[src/sv/aarm_pkg.sv]
`timescale 1ns / 1ps
// Shared types, constants and the arctangent table for the axis-angle matrix block.
package aarm_pkg;

   localparam int NORM_STEPS   = 5;
   localparam int SQRT_STEPS   = 32;
   localparam int DIV_STEPS    = 31;
   localparam int CORDIC_STEPS = 30;
   // input, magnitude, square, sum, normalise, shift, sqrt, divider set-up, divide, six math stages
   localparam int LATENCY = 4 + NORM_STEPS + 1 + SQRT_STEPS + 1 + DIV_STEPS + 6;

   localparam logic signed [33:0] CORDIC_X0 = 34'sd652032874;
   localparam logic signed [33:0] Q30_ONE   = 34'sd1073741824;

   localparam logic [1:0] QUAD_0 = 2'd0;
   localparam logic [1:0] QUAD_1 = 2'd1;
   localparam logic [1:0] QUAD_2 = 2'd2;

   typedef struct packed {
      logic             zero;
      logic [2:0]       neg;
      logic [31:0]      phase;
      logic [2:0][31:0] num;
   } side_type;

   typedef struct packed {
      logic [63:0] rem;
      logic [63:0] root;
   } sqrt_type;

   typedef struct packed {
      logic [2:0][62:0] rem;
      logic [2:0][30:0] quo;
      logic [31:0]      len;
   } div_type;

   typedef struct packed {
      logic signed [33:0] x;
      logic signed [33:0] y;
      logic signed [32:0] z;
      logic [1:0]         quad;
   } cordic_type;

   function automatic logic [29:0] atan_q30(input int i);
      logic [29:0] r;
      case (i)
         0:  r = 30'h20000000;
         1:  r = 30'h12E4051E;
         2:  r = 30'h09FB385B;
         3:  r = 30'h051111D4;
         4:  r = 30'h028B0D43;
         5:  r = 30'h0145D7E1;
         6:  r = 30'h00A2F61E;
         7:  r = 30'h00517C55;
         8:  r = 30'h0028BE53;
         9:  r = 30'h00145F2F;
         10: r = 30'h000A2F98;
         11: r = 30'h000517CC;
         12: r = 30'h00028BE6;
         13: r = 30'h000145F3;
         14: r = 30'h0000A2FA;
         15: r = 30'h0000517D;
         16: r = 30'h000028BE;
         17: r = 30'h0000145F;
         18: r = 30'h00000A30;
         19: r = 30'h00000518;
         20: r = 30'h0000028C;
         21: r = 30'h00000146;
         22: r = 30'h000000A3;
         23: r = 30'h00000051;
         24: r = 30'h00000029;
         25: r = 30'h00000014;
         26: r = 30'h0000000A;
         27: r = 30'h00000005;
         28: r = 30'h00000003;
         29: r = 30'h00000001;
         default: r = 30'h0;
      endcase
      return r;
   endfunction

endpackage

[src/sv/aarm_cordic_cell.sv]
`timescale 1ns / 1ps
// One micro-rotation of the sine/cosine CORDIC chain.
module aarm_cordic_cell import aarm_pkg::*; #(
   parameter int STEP = 0
) (
   input  logic       clock,
   input  logic       en,
   input  cordic_type c_i,
   output cordic_type c_o
);

   logic signed [33:0] dx, dy;
   logic signed [32:0] at;
   cordic_type         c_in, c_ff;

   always_comb begin
      dx   = c_i.y >>> STEP;
      dy   = c_i.x >>> STEP;
      at   = 33'(atan_q30(STEP));
      c_in = c_i;
      if (!c_i.z[32]) begin
         c_in.x = c_i.x - dx;
         c_in.y = c_i.y + dy;
         c_in.z = c_i.z - at;
      end else begin
         c_in.x = c_i.x + dx;
         c_in.y = c_i.y - dy;
         c_in.z = c_i.z + at;
      end
   end

   always_ff @(posedge clock) begin
      if (en) begin
         c_ff <= c_in;
      end
   end

   assign c_o = c_ff;

endmodule

[config.mk]
export PLATFORM = sky130hd
export DESIGN_NAME = aarm_cordic_cell
export DESIGN_NICKNAME = d
export VERILOG_FILES = /design/src/sv/aarm_pkg.sv /design/src/sv/aarm_cordic_cell.sv
export SDC_FILE = /design/constraint.sdc
export NUM_CORES = 1
export LEC_CHECK = 0
export ABC_AREA = 1
export ABC_CLOCK_PERIOD_IN_PS = 4050
export BUFFER_PORTS_ARGS = -buffer_cell sky130_fd_sc_hd__buf_2
export CAP_MARGIN = 20
export CORE_MARGIN = 4
export CORE_UTILIZATION = 25
export CTS_BUF_LIST = sky130_fd_sc_hd__clkbuf_2
export DETAILED_ROUTE_END_ITERATION = 10
export SLEW_MARGIN = 0
export SYNTH_ARGS = -nofsm -noshare
export SYNTH_HDL_FRONTEND = slang
export SYNTH_SLANG_ARGS = --single-unit
[constraint.sdc]
create_clock -name clock -period 4.05 [get_ports clock]
set_input_delay 0.2025 -clock clock [delete_from_list [all_inputs] [get_ports clock]]
set_output_delay 0.2025 -clock clock [all_outputs]
set_load 0.02 [all_outputs]
# Word level (Yosys, flattened, before mapping)

Cells that the tools add are included.

Register bits after elaboration: 103
Input port bits: 105
Output and inout port bits: 103

Mux-type cells: 1
$add $sub $neg: 5

Operators with widths:

| operator                 | number |
|---|---|
| $mux W101                | 1 |
| $sub A34 B34 Y34         | 2 |
| $add A34 B34 Y34         | 1 |
| $add A33 B31 Y33 const B | 1 |
| $sub A33 B31 Y33 const B | 1 |

# Longest topological paths before layout

Word-level depth: 2
Depth in mapped cells: 17
Depth with buffers taken out: 16

# Least setup slack after synthesis

OpenSTA, ideal clock, no wires.

Path type: in2reg
Start: in c_i[69] in the netlist's numbering
End: reg c_ff (netlist bit c_o[101]) (data pin)
Stages on the path: 13
Required time: 3.796 ns
Library setup time: 0.254 ns
Arrival time: 1.631 ns
Setup slack: 2.165 ns
Path through: inv_1 -> ha_1 -> fa_1 -> o21ai_1 -> nand2_1 -> nand2_1 -> nand2_1 -> nand2_1 -> nand2_1 -> nand2_1 -> nand2_1 -> nand3_1 -> nand2_1

RTL lines:

| item                   | RTL line               | text |
|---|---|---|
| start: declaration     | aarm_cordic_cell.sv:8  | `input cordic_type c_i,` |
| end signal: assignment | aarm_cordic_cell.sv:34 | `c_ff <= c_in;` |
| end: declaration       | aarm_cordic_cell.sv:14 | `cordic_type c_in, c_ff;` |

==> metrics.csv <==
stage,metric,value,unit
pwr,ir_drop,0.000111,V
floorplan,die_w,212,um
hold_path,hold_depth,4,
setup_path,crit_fanout,5,
routing,routedWlPerCell,17.8,um
global_routing,grt_overflow,0,
timing,setup_violations,0,
timing,hold_violations,0,
cts,cts_max_level,3,
finish,drive_above_1_share,13.5,%
synthesis,netlist_area,10400,um^2
routing,drt_first_pass_iters,8,
timing,period_needed,2.34,ns
routing,antenna_left,0,
pwr,swShare,45.7,%
synthesis,synth_top_cell_by_area,edfxtp_1,
routing,drc,0,
routing,wl,41500,um
place,io_buffers,207,
routing,vias,11001,
pwr,power_frac_seq,38.8,%
setup_path,end_kind,flip-flop,
pwr,p_total,0.00353,W
pwr,p_switching,0.00161,W
timing,fin_tns_setup,0,ns
finish,nNetsFinal,1996,
floorplan,rows,74,
timing,fin_crit_sh,57.7,%
synthesis,async_flop_share,0,%
timing,report.final.slew_viol_count,0,
timing,max_slew.worst_pin.slew,0.851,ns
floorplan,die_height,212,um
pwr,comb_power_share,45.7,%
job,drv_cap,0,
synthesis,synth_top_area_share,29.4,%
synthesis,synth_cells,1564,
synthesis,synth_edf_count,102,
synthesis,ys_ff_latch,102,
setup_path,cp.arrival,3.05,ns
floorplan,pin_count,208,
setup_path,path_cells,dlygate4sd3_1 > buf_2 > ha_1 > fa_1 > xor2_1 > dlygate4sd3_1 > o21ai_0 > dlygate4sd3_1,
timing,fmax,0.428,GHz
synthesis,ys.flop_type,edfxtp_1,
synthesis,synth_cell_types,36,
cts,cts_resized,0,
global_routing,grt_use_total,18.0,%
cts,path_clk_slew,0.44,ns
global_routing,grt_start_max_net_pins,60,
synthesis,syn_nets,1774,
synthesis,yosys-top-cells-area,"edfxtp_1 (29%), nand2_1 (16%), ha_1 (12%)",
cts,cts_tree,yes,
hold_path,hold_end,c_o[44]$_DFFE_PP_,
hold_path,hold_path.class,primary input to flip-flop,
pwr,p_per_area,283,nW/um^2
finish,largest_reg_flops,102,
floorplan,initial_core_util,25.4,%
pwr,clkPwrFrac,15.4,%
hold_path,hp-start,c_i[34],
cts,cts-root-buf,clkbuf_2,
synthesis,yosysSeqAreaShare,29.4,%
place,gp_congestion,0.921,
synthesis,synth.most_common_cell,nand2_1,
timing,rsz0062_at_grt,no,
floorplan,core-area,41000,um^2
routing,via_per_inst,4.73,
status,status,completed,
pwr,p_int,0.00192,W
global_routing,antenna_found_initial,3,
floorplan,die-area,45000,um^2
global_routing,grt_pass1_vias,10625,
setup_path,start_kind,primary input,
pwr,power_leakage,6.25,nW
global_routing,grt_pass1_wl,61500,um
finish,syn2layout_area_growth,19.7,%
timing,slew-limit-headroom,43.2,%
setup_path,required,4.76,ns
cts,clk_path_buf_depth,2,
cts,cts-buffers-inserted,9,
synthesis,synth_area_per_cell,6.66,um^2
routing,drt_iter0_drc,909,
setup_path,critPathMaxStageDelay,0.59,ns
synthesis,synth_common_cells,"nand2_1 (455), inv_1 (249), nand3_1 (158), nor2_1 (124), a21oi_1 (115)",
synthesis,synth_warnings,0,
setup_path,cp_common_cell,dlygate4sd3_1,
setup_path,criticalPathCategory,primary input to flip-flop,
setup_path,crit_slowest_cell,dlygate4sd3_1,
cts,cts_sinks,102,
place,dp_hpwl,34300,um
==> metal layers <==
| metal | part of all wire [%] | global-route usage, % |
|---|---|---|
| met5 | 0.031 | 0 |
| met4 | 2.0 | 5.16 |
| met3 | 6.9 | 2.57 |
| met2 | 45 | 28.9 |
| met1 | 46 | 25.2 |
==> per-stage QoR <==
| step | setup WS [ns] | hold slack (ns) | util [%] | cell area, um^2 | cells |
|---|---|---|---|---|---|
| global route | 1.65 | 0.0513 | 30.4 | 12500 | 2326 |
| floorplan | 2.16 | 0.301 | - | 10400 | 1564 |
| global placement | 1.42 | 0.380 | 29.0 | 11900 | 2261 |
| finish | 1.71 | 0.0985 | 30.4 | 12500 | 2326 |
| CTS | 1.88 | 0.0173 | 30.4 | 12500 | 2323 |
| detailed placement | 1.42 | 0.381 | 29.0 | 11900 | 2261 |
==> how the worst max path moves through the flow <==
stage                          to  startpoint
2_1_floorplan  c_o[101]$_DFFE_PP_     c_i[69]
3_3_place_gp    c_o[51]$_DFFE_PP_     c_i[38]
3_5_place_dp    c_o[89]$_DFFE_PP_     c_i[46]
4_1_cts         c_o[51]$_DFFE_PP_     c_i[69]
5_1_grt         c_o[51]$_DFFE_PP_     c_i[69]
6_report        c_o[71]$_DFFE_PP_     c_i[69]
==> power groups by stage <==
| stage | clock network, W | logic, W | registers (W) |
|---|---|---|---|
| floorplan | 0 | 0.000827 | 0.00155 |
| global placement | 0 | 0.00154 | 0.00140 |
| detailed placement | 0 | 0.00156 | 0.00140 |
| CTS | 0.000587 | 0.00160 | 0.00137 |
| global route | 0.000612 | 0.00178 | 0.00138 |
| finish | 0.000544 | 0.00161 | 0.00137 |
==> critical path, delay by kind of cell <==
kind,cells,cell delay (ns)
xor gates and xnor gates,1,0.23
AOI/OAI and AO/OA,1,0.06
buffers and inverters,4,1.85
adders and majority gates,2,0.70
==> logic make-up (layout without fill, tap and decap cells) <==
kind of cell / after synthesis / after routing / share of synthesized area [%]
adders and majority gates: 105 / 105 / 12.9
and+or+nand+nor: 789 / 789 / 31.5
AOI/OAI and AO/OA: 243 / 243 / 12.4
DFF: 102 / 102 / 29.4
other: 0 / 3 / 0
xor gates and xnor gates: 27 / 27 / 2.27
buffers and inverters: 298 / 525 / 11.5
==> cell usage in the layout, fill, tap and decap left out, types with 2 or more instances in the layout <==
cell type and count:
a31oi_1 2, o21a_1 2, nor3_1 19, o21bai_1 15
inv_8 2, clkbuf_2 9, nor2_1 124, o211ai_1 3
ha_1 101, nand3b_1 5, diode_2 3, inv_1 248
o21ai_1 5, buf_2 206, inv_2 3, edfxtp_1 102
nand4_1 14, o22ai_1 5, fa_1 4, nand2_2 2
nand2_1 455, or2_2 4, nand3_1 158, o21ai_0 92
dlygate4sd3_1 46, a21oi_1 115, xor2_1 27, nor2_2 3
buf_4 6, nor4_1 3
==> cell type report <==
| class | instances | area (um^2) |
|---|---|---|
| Antenna cell | 3 | 7.51 |
| Clock buffer | 9 | 45.0 |
| Clock inverter | 7 | 56.3 |
| Fill cell | 4485 | 28600 |
| Inverter | 251 | 942 |
| Multi-Input combinational cell | 1164 | 6150 |
| Sequential cell | 102 | 3060 |
| Tap cell | 532 | 666 |
| Timing Repair Buffer | 258 | 1540 |
==> repair_timing <==
item	in CTS	in global routing
hold endpoints to repair	88	0
hold buffers	46	0
buffers inserted	0	0
Note: power is estimated with default switching activity, not from simulation.
