==> src/sv/aarm_pkg.sv <==
`timescale 1ns / 1ps
// Shared types, constants and the arctangent table for the axis-angle matrix block.
package aarm_pkg;

   localparam int NORM_STEPS   = 5;
   localparam int SQRT_STEPS   = 32;
   localparam int DIV_STEPS    = 31;
   localparam int CORDIC_STEPS = 30;
   // input, magnitude, square, sum, normalise, shift, sqrt, divider set-up, divide, six math stages
   localparam int LATENCY = 4 + NORM_STEPS + 1 + SQRT_STEPS + 1 + DIV_STEPS + 6;

   localparam logic signed [33:0] CORDIC_X0 = 34'sd652032874;
   localparam logic signed [33:0] Q30_ONE   = 34'sd1073741824;

   localparam logic [1:0] QUAD_0 = 2'd0;
   localparam logic [1:0] QUAD_1 = 2'd1;
   localparam logic [1:0] QUAD_2 = 2'd2;

   typedef struct packed {
      logic             zero;
      logic [2:0]       neg;
      logic [31:0]      phase;
      logic [2:0][31:0] num;
   } side_type;

   typedef struct packed {
      logic [63:0] rem;
      logic [63:0] root;
   } sqrt_type;

   typedef struct packed {
      logic [2:0][62:0] rem;
      logic [2:0][30:0] quo;
      logic [31:0]      len;
   } div_type;

   typedef struct packed {
      logic signed [33:0] x;
      logic signed [33:0] y;
      logic signed [32:0] z;
      logic [1:0]         quad;
   } cordic_type;

   function automatic logic [29:0] atan_q30(input int i);
      logic [29:0] r;
      case (i)
         0:  r = 30'h20000000;
         1:  r = 30'h12E4051E;
         2:  r = 30'h09FB385B;
         3:  r = 30'h051111D4;
         4:  r = 30'h028B0D43;
         5:  r = 30'h0145D7E1;
         6:  r = 30'h00A2F61E;
         7:  r = 30'h00517C55;
         8:  r = 30'h0028BE53;
         9:  r = 30'h00145F2F;
         10: r = 30'h000A2F98;
         11: r = 30'h000517CC;
         12: r = 30'h00028BE6;
         13: r = 30'h000145F3;
         14: r = 30'h0000A2FA;
         15: r = 30'h0000517D;
         16: r = 30'h000028BE;
         17: r = 30'h0000145F;
         18: r = 30'h00000A30;
         19: r = 30'h00000518;
         20: r = 30'h0000028C;
         21: r = 30'h00000146;
         22: r = 30'h000000A3;
         23: r = 30'h00000051;
         24: r = 30'h00000029;
         25: r = 30'h00000014;
         26: r = 30'h0000000A;
         27: r = 30'h00000005;
         28: r = 30'h00000003;
         29: r = 30'h00000001;
         default: r = 30'h0;
      endcase
      return r;
   endfunction

endpackage

==> src/sv/aarm_div_cell.sv <==
`timescale 1ns / 1ps
// One restoring-division step for the three axis lanes.
module aarm_div_cell import aarm_pkg::*; #(
   parameter int STEP = 0
) (
   input  logic     clock,
   input  logic     en,
   input  div_type  d_i,
   input  side_type side_i,
   output div_type  d_o,
   output side_type side_o
);

   localparam int SH = DIV_STEPS - 1 - STEP;

   logic [62:0] dv;
   div_type     d_in, d_ff;
   side_type    side_ff;

   always_comb begin
      dv   = 63'(d_i.len) << SH;
      d_in = d_i;
      for (int l = 0; l < 3; l++) begin
         if (d_i.rem[l] >= dv) begin
            d_in.rem[l] = d_i.rem[l] - dv;
            d_in.quo[l] = {d_i.quo[l][29:0], 1'b1};
         end else begin
            d_in.quo[l] = {d_i.quo[l][29:0], 1'b0};
         end
      end
   end

   always_ff @(posedge clock) begin
      if (en) begin
         d_ff    <= d_in;
         side_ff <= side_i;
      end
   end

   assign d_o    = d_ff;
   assign side_o = side_ff;

endmodule

==> config.mk <==
export PLATFORM = sky130hd
export DESIGN_NAME = aarm_div_cell
export DESIGN_NICKNAME = d
export VERILOG_FILES = /design/src/sv/aarm_pkg.sv /design/src/sv/aarm_div_cell.sv
export SDC_FILE = /design/constraint.sdc
export NUM_CORES = 1
export LEC_CHECK = 0
export ABC_AREA = 1
export BUFFER_PORTS_ARGS = -buffer_cell sky130_fd_sc_hd__buf_2
export CORE_AREA = 2 2 346 348
export CTS_BUF_LIST = sky130_fd_sc_hd__clkbuf_16
export DETAILED_ROUTE_END_ITERATION = 8
export DIE_AREA = 0 0 348 350
export PLACE_DENSITY = 0.35
export SLEW_MARGIN = 20
export SYNTH_ARGS = -nofsm -noshare
export SYNTH_HDL_FRONTEND = slang
export SYNTH_SLANG_ARGS = --single-unit
==> constraint.sdc <==
create_clock -name clock -period 5.3 [get_ports clock]
set_clock_uncertainty 0.2 [all_clocks]
set_input_delay 0.795 -clock clock [delete_from_list [all_inputs] [get_ports clock]]
set_output_delay 0.795 -clock clock [all_outputs]
set_load 0.01 [all_outputs]
# [After elaboration in Yosys (flattened, before gate mapping)]
# Cells that the tools add are included.
[word_totals] regBits=446 out_inout_bits=446 wordCells=25
[classes] addsub=3 order_cmp=3 mux=6
[ops] operator=">= comparator 63 x 62 -> 1 bit" n=3
[ops] operator="2-to-1 mux 63 bit" n=3
[ops] operator="subtractor 63 x 62 -> 63 bit" n=3
[ops] operator="2-to-1 mux 1 bit" n=3

# [Logic depth before layout (Yosys ltp)]
# Gate-level depths: netlist (run 1).
[logic_depth] word_depth=2 ltp_mapped=16 ltp_nobuf=16

# [Least setup slack after synthesis (run 1)]
# Ideal clock, no wire load.
[synth_path] kind="in2reg" start="in d_i[4] in the netlist's numbering" end="reg d_ff (netlist bit d_o[243]), data pin" setup_ns=0.252 t_arrival_ns=2.232 setup_slack_ns=2.616 stages=14 path_cell_list="inv_1 > ha_1 > nand2_1 > nand2_1 > nand3b_2 > nand2_1 > nand2_2 > nand2_2 > nand2_2 > nand2_4 > nand2_8 > buf_6 > nand2_1 > nand2_1"
[synth_lines] item="start: declaration" line_no="aarm_div_cell.sv:8" text="input div_type d_i,"
[synth_lines] item="end signal: assignment" line_no="aarm_div_cell.sv:35" text="d_ff <= d_in;"
[synth_lines] item="end: declaration" line_no="aarm_div_cell.sv:17" text="div_type d_in, d_ff;"

==> results of run 1 <==
## through the flow
stage | setup slack [ns] | cell area (µm²) | total power (µW)
after floorplan | 2.62 | 23200 | 5490
after global placement | 1.32 | 29600 | 6630
after detailed placement | 1.31 | 29600 | 6620
after CTS | 2.04 | 31300 | 10400
after global routing | 1.85 | 31300 | 10700
final | 2.02 | 31300 | 10200
## layout by cell type (no fill, tap or decap), types with 2 or more instances in the layout
| master | n |
|---|---|
| nand2_2 | 11 |
| nor2_4 | 3 |
| clkinv_1 | 13 |
| xnor2_1 | 3 |
| clkbuf_16 | 56 |
| nor3_2 | 2 |
| nand2_8 | 2 |
| inv_6 | 2 |
| a21oi_1 | 59 |
| nand4_1 | 18 |
| or2_2 | 3 |
| bufinv_16 | 3 |
| inv_1 | 459 |
| inv_2 | 4 |
| a21o_1 | 2 |
| o21bai_1 | 3 |
| xor2_1 | 42 |
| nor3_1 | 19 |
| edfxtp_1 | 446 |
| nand2_1 | 975 |
| nand3_1 | 191 |
| nand2_4 | 2 |
| nor4_1 | 4 |
| nand3b_1 | 4 |
| and2_1 | 19 |
| ha_1 | 96 |
| fa_1 | 3 |
| clkinv_2 | 7 |
| clkinvlp_4 | 6 |
| buf_4 | 9 |
| buf_12 | 5 |
| nor2_1 | 168 |
| diode_2 | 10 |
| nand3_2 | 2 |
| nor2_2 | 11 |
| buf_2 | 889 |
## cell type report
cell class / instances / area [µm²]
inverter: 454 / 1700
tap: 1536 / 1920
antenna: 10 / 25.0
timing repair buffer: 904 / 4630
sequential: 446 / 13400
clock buffer: 56 / 1400
multi-input combinational: 1644 / 7930
clock inverter: 43 / 329
fill: 12900 / 86400
## power groups by stage
stage / clock network (µW) / logic, µW / registers, µW
2_1_floorplan: 0 / 855 / 4630
3_3_place_gp: 0 / 2190 / 4440
3_5_place_dp: 0 / 2180 / 4440
4_1_cts: 3860 / 2190 / 4370
5_1_grt: 3960 / 2380 / 4400
6_report: 3680 / 2140 / 4360
## logic make-up (layout without fill, tap and decap cells)
kind of cell | Yosys count | count (layout) | synth area share [%]
buffers and inverters | 483 | 1457 | 8.24
flip-flops | 446 | 446 | 57.7
adder cells (fa/ha/maj) | 99 | 99 | 5.43
other | 0 | 10 | 0
AND/OR/NAND/NOR | 1435 | 1435 | 25.5
XOR/XNOR | 45 | 45 | 1.70
AO/OA/AOI/OAI | 65 | 65 | 1.45
## state kept, by name (all words and copies together) (netlist names)
| register | count |
|---|---|
| d_o | 314 |
| side_o | 132 |
## routing by layer
metal / vias to the layer above / GRT usage, %
met5: - / 0
met4: 22 / 5.34
met3: 169 / 5.58
met2: 678 / 31.0
met1: 9275 / 21.0
li1: 10100 / -
## worst max-delay path: stages
cell,delay [ns]
buf_2,0.10
inv_1,0.44
ha_1,0.40
nand2_1,0.14
inv_1,0.05
nand2_1,0.08
nand3_1,0.09
nand2_1,0.08
nand3_2,0.12
nand2_1,0.11
nand2_1,0.09
nand2_2,0.47
nand2_8,0.27
nand2_1,0.12
nand2_1,0.08
## worst max-delay path by stage
stage | start | endpoint | slack [ns] | cells after the start
after floorplan | d_i[4] | d_o[243] | 2.62 | 14
after global placement | d_i[2] | d_o[295] | 1.32 | 15
after detailed placement | d_i[3] | d_o[295] | 1.31 | 15
after CTS | d_i[3] | d_o[295] | 2.04 | 15
after global routing | d_i[3] | d_o[310] | 1.85 | 15
final | d_i[3] | d_o[292] | 2.02 | 15
==> metrics.md, run 1 <==
| Metric | Value |
|---|---|
| Wirelength, routed | 113000 µm |
| Library cells used by synthesis | 31 |
| Post-Syn Instances | 2573 |
| Power per cell area | 325 nW/µm² |
| Clock power share | 36.1% |
| DRT met1 WL | 45800 µm |
| Least-Margin Pin Slew | 0.725 ns |
| Worst Path Arrival | 3.45 ns |
| Post-route insts no fill | 5093 |
| IO Pins | 894 |
| Die Width | 348 µm |
| Share of the synthesized area in the top cell type | 57.7% |
| Vias in the first global route | 19800 |
| Post-synthesis sequential area ratio | 57.7% |
| Cell depth of the worst hold path | 1 |
| H-tree Lvls | 2 |
| Net Sw Power | 3130 µW |
| Hold_sp | side_i[98] |
| Synth area leader | edfxtp_1 |
| Largest net degree at the start of global routing | 96 |
| Vias per cell | 3.97 |
| Placed cells | 4984 |
| Inserted Clock Buffers | 56 |
| Initial antenna violation count | 52 |
| Final setup vio count | 0 |
| Comb power frac | 21.0% |
| Area contributors post-synth | edfxtp_1, nand2_1, inv_1, ha_1, nand3_1 |
| Overflow after GRT | 0 |
| Total GRT Usage | 17.8% |
| DRC violations left | 0 |
| EDFF count, synth | 446 |
| Met3 wire length | 9030 µm |
| Initial drt markers | 1208 |
| Number of port buffers | 890 |
| Post-cts resize count | 0 |
| Vias | 20200 |
| Maxcap violations | 0 |
| Setup TNS | 0 ns |
| Syn-to-layout area delta | 34.9% |
| Primary FF master, synth | edfxtp_1 |
| Layout Utilization | 26.6% |
| CTS tree | built |
| Hold_ws | 0.124 ns |
| Clock root buffer | clkbuf_16 |
| Hold Buf Count CTS | 0 |
| VDD IR-drop max | 0.202 mV |
| Fin. Hold Viols | 0 |
| Pre-antenna DRT Iters | 7 |
| Fin crit share | 61.9% |
| Worst-path fanout max | 34 |
| Share of layout cells above drive strength 1 | 28.8% |
| Synth Register Bits | 446 |
| Final Critical Period | 3.28 ns |
| Sw Ratio | 30.7% |
| Mapped cell area | 23200 µm² |
| Setup bufs post-CTS | 0 |
| Worst Hold Endpoint | side_o[98] |
| Min-delay worst type | input port to flop |
| CP Data Required Time | 5.47 ns |
| First-pass GRT wire length | 152000 µm |
| Metal2 WL | 54800 µm |
| RePlAce Congestion | 0.857 |
| F_max | 305 MHz |
| Flop pwr share | 42.9% |
| Top routing layer in use | met5 |
| Max-slew violations | 0 |
| TritonCTS sink count | 446 |
| DP Wirelength | 94800 µm |
| Slew margin rel. | 51.6% |
| Syn Area/Cell | 9.03 µm² |
| Syn nets | 3120 |
| Count leader, synth | nand2_1 |
| Internal power | 7050 µW |
| Most frequent cells after synthesis | nand2_1, inv_1, edfxtp_1 |
| Core area | 118000 µm² |
| Pleak | 0.0156 µW |
| Element type at the critical path start | input port |
| Final nets | 4053 |
| Area of the die | 122000 µm² |
| Status | complete, no violations |
| Clk buf depth | 3 |
| RSZ-0062 raised after global routing | no |
| Rows | 126 |
| Initial Util | 19.7% |
| Post-route ant nets | 0 |
| Routed len/inst | 22.2 µm |
| Post-synthesis async set-or-reset flop share | 0% |
| Synth warnings | 0 |
| Kind of critical path | input port to flop |
| Worst-path clk slew | 0.06 ns |
| CP Capture Type | flop |
| Die Span Y | 350 µm |
Note: power is estimated with default switching activity, not from simulation.
==> run 2, diff against run 1 <==
Settings changed: CORE_AREA 2 2 346 348 to 2 2 349 351, DIE_AREA 0 0 348 350 to 0 0 351 353.
Clock period 5.3 ns to 3.03 ns, I/O delays scaled along.
==> metrics.md, run 2 (same netlist as run 1, synthesis figures left out) <==
| Metric | Value |
|---|---|
| VDD IR-drop max | 0.372 mV |
| Pleak | 0.0191 µW |
| Net Sw Power | 5790 µW |
| Comb power frac | 24.9% |
| Hold_sp | d_i[0] |
| Flop pwr share | 39.7% |
| Total GRT Usage | 18.3% |
| Syn-to-layout area delta | 66.9% |
| Slew margin rel. | 59.9% |
| Min-delay worst type | input port to flop |
| Initial antenna violation count | 29 |
| Post-route insts no fill | 5906 |
| Maxcap violations | 0 |
| Fin crit share | 96.7% |
| TritonCTS sink count | 446 |
| Cell depth of the worst hold path | 1 |
| DP Wirelength | 98400 µm |
| Final Critical Period | 2.93 ns |
| Clk buf depth | 3 |
| Number of flip-flops under the largest register name | 314 |
| Initial Util | 19.3% |
| Routed len/inst | 20.1 µm |
| Clock root buffer | clkbuf_16 |
| Fin area | 38800 µm² |
| Vias per cell | 3.87 |
| Rows | 128 |
| Internal power | 13500 µW |
| Clock power share | 35.4% |
| Post-route ant nets | 0 |
| Worst-path fanout max | 25 |
| Kind of critical path | input port to flop |
| Final nets | 4776 |
| Setup TNS | 0 ns |
| Overflow after GRT | 0 |
| Most frequent cells in the layout | nand2_1, buf_2, inv_1 |
| Final worst slack | 0.101 ns |
| Worst-path clk slew | 0.06 ns |
| Inserted Clock Buffers | 56 |
| Placed instance area | 32200 µm² |
| Die Span Y | 353 µm |
| Least-Margin Pin Slew | 0.596 ns |
| Element type at the critical path start | input port |
| Worst Hold Endpoint | d_o[0] |
| Vias in the first global route | 23200 |
| IO Pins | 894 |
| Vias | 22800 |
| Share of layout cells above drive strength 1 | 31.3% |
| Layout Utilization | 32.2% |
| Number of port buffers | 890 |
| First-pass GRT wire length | 161000 µm |
| Area of the die | 124000 µm² |
| Wirelength, routed | 119000 µm |
| Status | complete, no violations |
| Max-slew violations | 0 |
| CP Data Required Time | 3.22 ns |
| Placed cells | 5348 |
| Most common cell after layout, fill and taps aside | nand2_1 |
| Sw Ratio | 30.0% |
| Largest net degree at the start of global routing | 73 |
| F_max | 341 MHz |
| Power per cell area | 497 nW/µm² |
| Initial drt markers | 1076 |
| Pre-antenna DRT Iters | 5 |
| Final setup vio count | 0 |
| Core area | 121000 µm² |
| Die Width | 351 µm |
| CTS tree | built |
| DRC violations left | 0 |
| H-tree Lvls | 2 |
| RePlAce Congestion | 0.859 |
| CP Capture Type | flop |
| Pre-CTS setup slack | -0.0622 ns |
| Fin. Hold Viols | 0 |
| Worst Path Arrival | 3.12 ns |
## run 2: worst max-delay path by stage
stage / startpoint / to / cells past startpoint
global placement: d_i[19] / d_o[179] / 17
detailed placement: d_i[19] / d_o[179] / 17
finish: d_i[21] / d_o[235] / 15
floorplan: d_i[4] / d_o[243] / 14
global route: d_i[28] / d_o[307] / 17
CTS: d_i[19] / d_o[179] / 18
## run 2: worst max-delay path, stage by stage
cell           delay [ns]
dlygate4sd3_1        0.53
buf_2                0.16
inv_1                0.40
ha_4                 0.24
nand2_1              0.08
nor2_2               0.15
nand2_1              0.10
nor2_1               0.11
nand3_1              0.15
nor2_2               0.19
nor2_4               0.06
buf_12               0.14
buf_8                0.16
nand3_1              0.10
nand2_1              0.05
## run 2: final cells by class
type,instances,area (µm²)
multi-input cells,1647,8170
diodes,6,15.0
clock buffers,56,1400
clock inverters,48,458
flip-flops and latches,446,13400
inverters,454,1710
well taps,1625,2030
repair buffers,1624,11600
fillers,12800,81800
## run 2: repair_timing
action	CTS	global route
buffers inserted	0	5
hold endpoints to repair	441	0
hold buffers	440	0
endpoints found under the setup margin	0	94
resized for setup	0	48
## run 2: layer usage
metal	vias up	global-route usage (%)	share of wire [%]
met5	-	0	0.086
li1	11600	-	-
met1	10500	22.3	42
met3	138	4.25	6.2
met2	637	32.4	49
met4	16	4.57	2.6
## run 2: metrics by stage
| step | hold WS (ns) | total power (µW) |
|---|---|---|
| 6_report | 0.0806 | 19300 |
| 5_1_grt | 0.0479 | 20300 |
| 4_1_cts | 0.0158 | 19600 |
| 3_5_place_dp | 0.433 | 12100 |
| 3_3_place_gp | 0.431 | 12100 |
| 2_1_floorplan | 0.353 | 9600 |
## run 2: power groups by stage
stage,clock (µW),combinational [µW],sequential (µW)
6_report,6830,4810,7660
5_1_grt,7310,5310,7710
4_1_cts,7110,4820,7660
3_5_place_dp,0,4310,7780
3_3_place_gp,0,4320,7780
2_1_floorplan,0,1500,8100
==> run 3, diff against run 2 <==
Settings changed: RECOVER_POWER set to 50.
==> metrics.md, run 3 (same netlist as run 1, synthesis figures left out) <==
| Metric | Value |
|---|---|
| Status | complete, no violations |
| Post-route insts no fill | 5904 |
| Number of port buffers | 890 |
| F_max | 341 MHz |
| Kind of critical path | input port to flop |
| TritonCTS sink count | 446 |
| DP Wirelength | 98400 µm |
| DRC violations left | 0 |
| Final Critical Period | 2.93 ns |
| Max-slew violations | 0 |
| Vias | 22900 |
| Core area | 121000 µm² |
| Placed cells | 5348 |
| Worst Path Arrival | 3.12 ns |
| Share of layout cells above drive strength 1 | 28.8% |
| Initial antenna violation count | 28 |
| Most used cell, CP | nand2_1 |
| Setup TNS | 0 ns |
| Most common cell after layout, fill and taps aside | nand2_1 |
| First-pass GRT wire length | 161000 µm |
| Final setup vio count | 0 |
| Worst-path fanout max | 25 |
| Clk buf depth | 3 |
| Initial Util | 19.3% |
| Fin crit share | 96.8% |
| Slew margin rel. | 10.2% |
| Vias in the first global route | 23200 |
| Element type at the critical path start | input port |
| Syn-to-layout area delta | 66.0% |
| Number of flip-flops under the largest register name | 314 |
| Layout Utilization | 32.0% |
| CP Cell Sequence | dlygate4sd3_1 -> buf_2 -> inv_1 -> buf_12 -> ha_1 -> nand2_1 -> nor2_2 -> nand2_1 -> nor2_1 -> nand3_1 -> nor2_2 -> nor2_4 -> buf_12 -> buf_8 -> nand3_1 -> nand2_1 |
| Pleak | 0.0188 µW |
| Die Span Y | 353 µm |
| CP Data Required Time | 3.22 ns |
| Worst path slowest cell | dlygate4sd3_1 |
| Min-delay worst type | input port to flop |
| Die Width | 351 µm |
| Hold_ws | 0.0882 ns |
| IO Pins | 894 |
| Pre-antenna DRT Iters | 7 |
| CTS tree | built |
| H-tree Lvls | 2 |
| Inserted Clock Buffers | 56 |
| Area of the die | 124000 µm² |
| Total GRT Usage | 18.3% |
| RePlAce Congestion | 0.859 |
| Maxcap violations | 0 |
| Worst-path clk slew | 0.05 ns |
| Initial drt markers | 1023 |
| Clock root buffer | clkbuf_16 |
| Power per cell area | 499 nW/µm² |
| CP Capture Type | flop |
| CP max stage delay | 0.52 ns |
| Largest net degree at the start of global routing | 73 |
| Least-Margin Pin Slew | 1.35 ns |
| Overflow after GRT | 0 |
| Rows | 128 |
| Routed len/inst | 20.1 µm |
| Hold_sp | d_i[220] |
| Crit. Startpoint | d_i[20] |
| Fin. Hold Viols | 0 |
| VDD IR-drop max | 0.369 mV |
| Vias per cell | 3.88 |
| Final nets | 4776 |
| Post-route ant nets | 0 |
| Most frequent cells in the layout | nand2_1, buf_2, inv_1 |
| Wirelength, routed | 119000 µm |
run 3: final timing paths:
path	slack (ns)	depth (start not counted)	end
worst min-delay path	0.09	3	d_o[220]
worst max-delay path	0.1	16	d_o[235]
run 3: per-layer routing:
| metal | vias up | global-route usage (%) | share of wire, % |
|---|---|---|---|
| li1 | 11600 | - | - |
| met1 | 10500 | 22.3 | 42 |
| met2 | 672 | 32.4 | 49 |
| met3 | 142 | 4.25 | 6.5 |
| met4 | 16 | 4.57 | 2.6 |
| met5 | - | 0 | 0.086 |
run 3: where the power goes:
| part | total, µW | switching [µW] | internal, µW |
|---|---|---|---|
| registers | 7660 | 158 | 7500 |
| clock network | 6830 | 2860 | 3960 |
| logic | 4770 | 2770 | 2010 |
| total | 19300 | 5790 | 13500 |
run 3: critical path: cells and delay by family:
family                   cells  cell delay (ns)
AND/OR/NAND/NOR              9             1.04
adder cells (fa/ha/maj)      1             0.34
buffers and inverters        6             1.23
run 3: through the flow:
stage	setup slack (ns)	total power [µW]	instance area (µm²)
after floorplan	0.687	9600	23200
after global placement	-0.0923	12100	32200
after detailed placement	-0.0622	12100	32200
after CTS	0.00718	19600	38400
after global routing	-0.00220	20300	38600
final	0.0968	19300	38600
run 3: what timing repair did:
item	in CTS	in global routing
hold buffers	440	0
setup endpoints to repair	0	94
buffers inserted	0	5
hold endpoints to repair	441	0
gates resized for setup	0	48
run 3: layout make-up:
| type | count | area, µm² |
|---|---|---|
| diodes | 4 | 10.0 |
| clock buffers | 56 | 1400 |
| clock inverters | 48 | 458 |
| fillers | 12900 | 82000 |
| inverters | 454 | 1710 |
| multi-input cells | 1647 | 8170 |
| flip-flops and latches | 446 | 13400 |
| well taps | 1625 | 2030 |
| repair buffers | 1624 | 11400 |
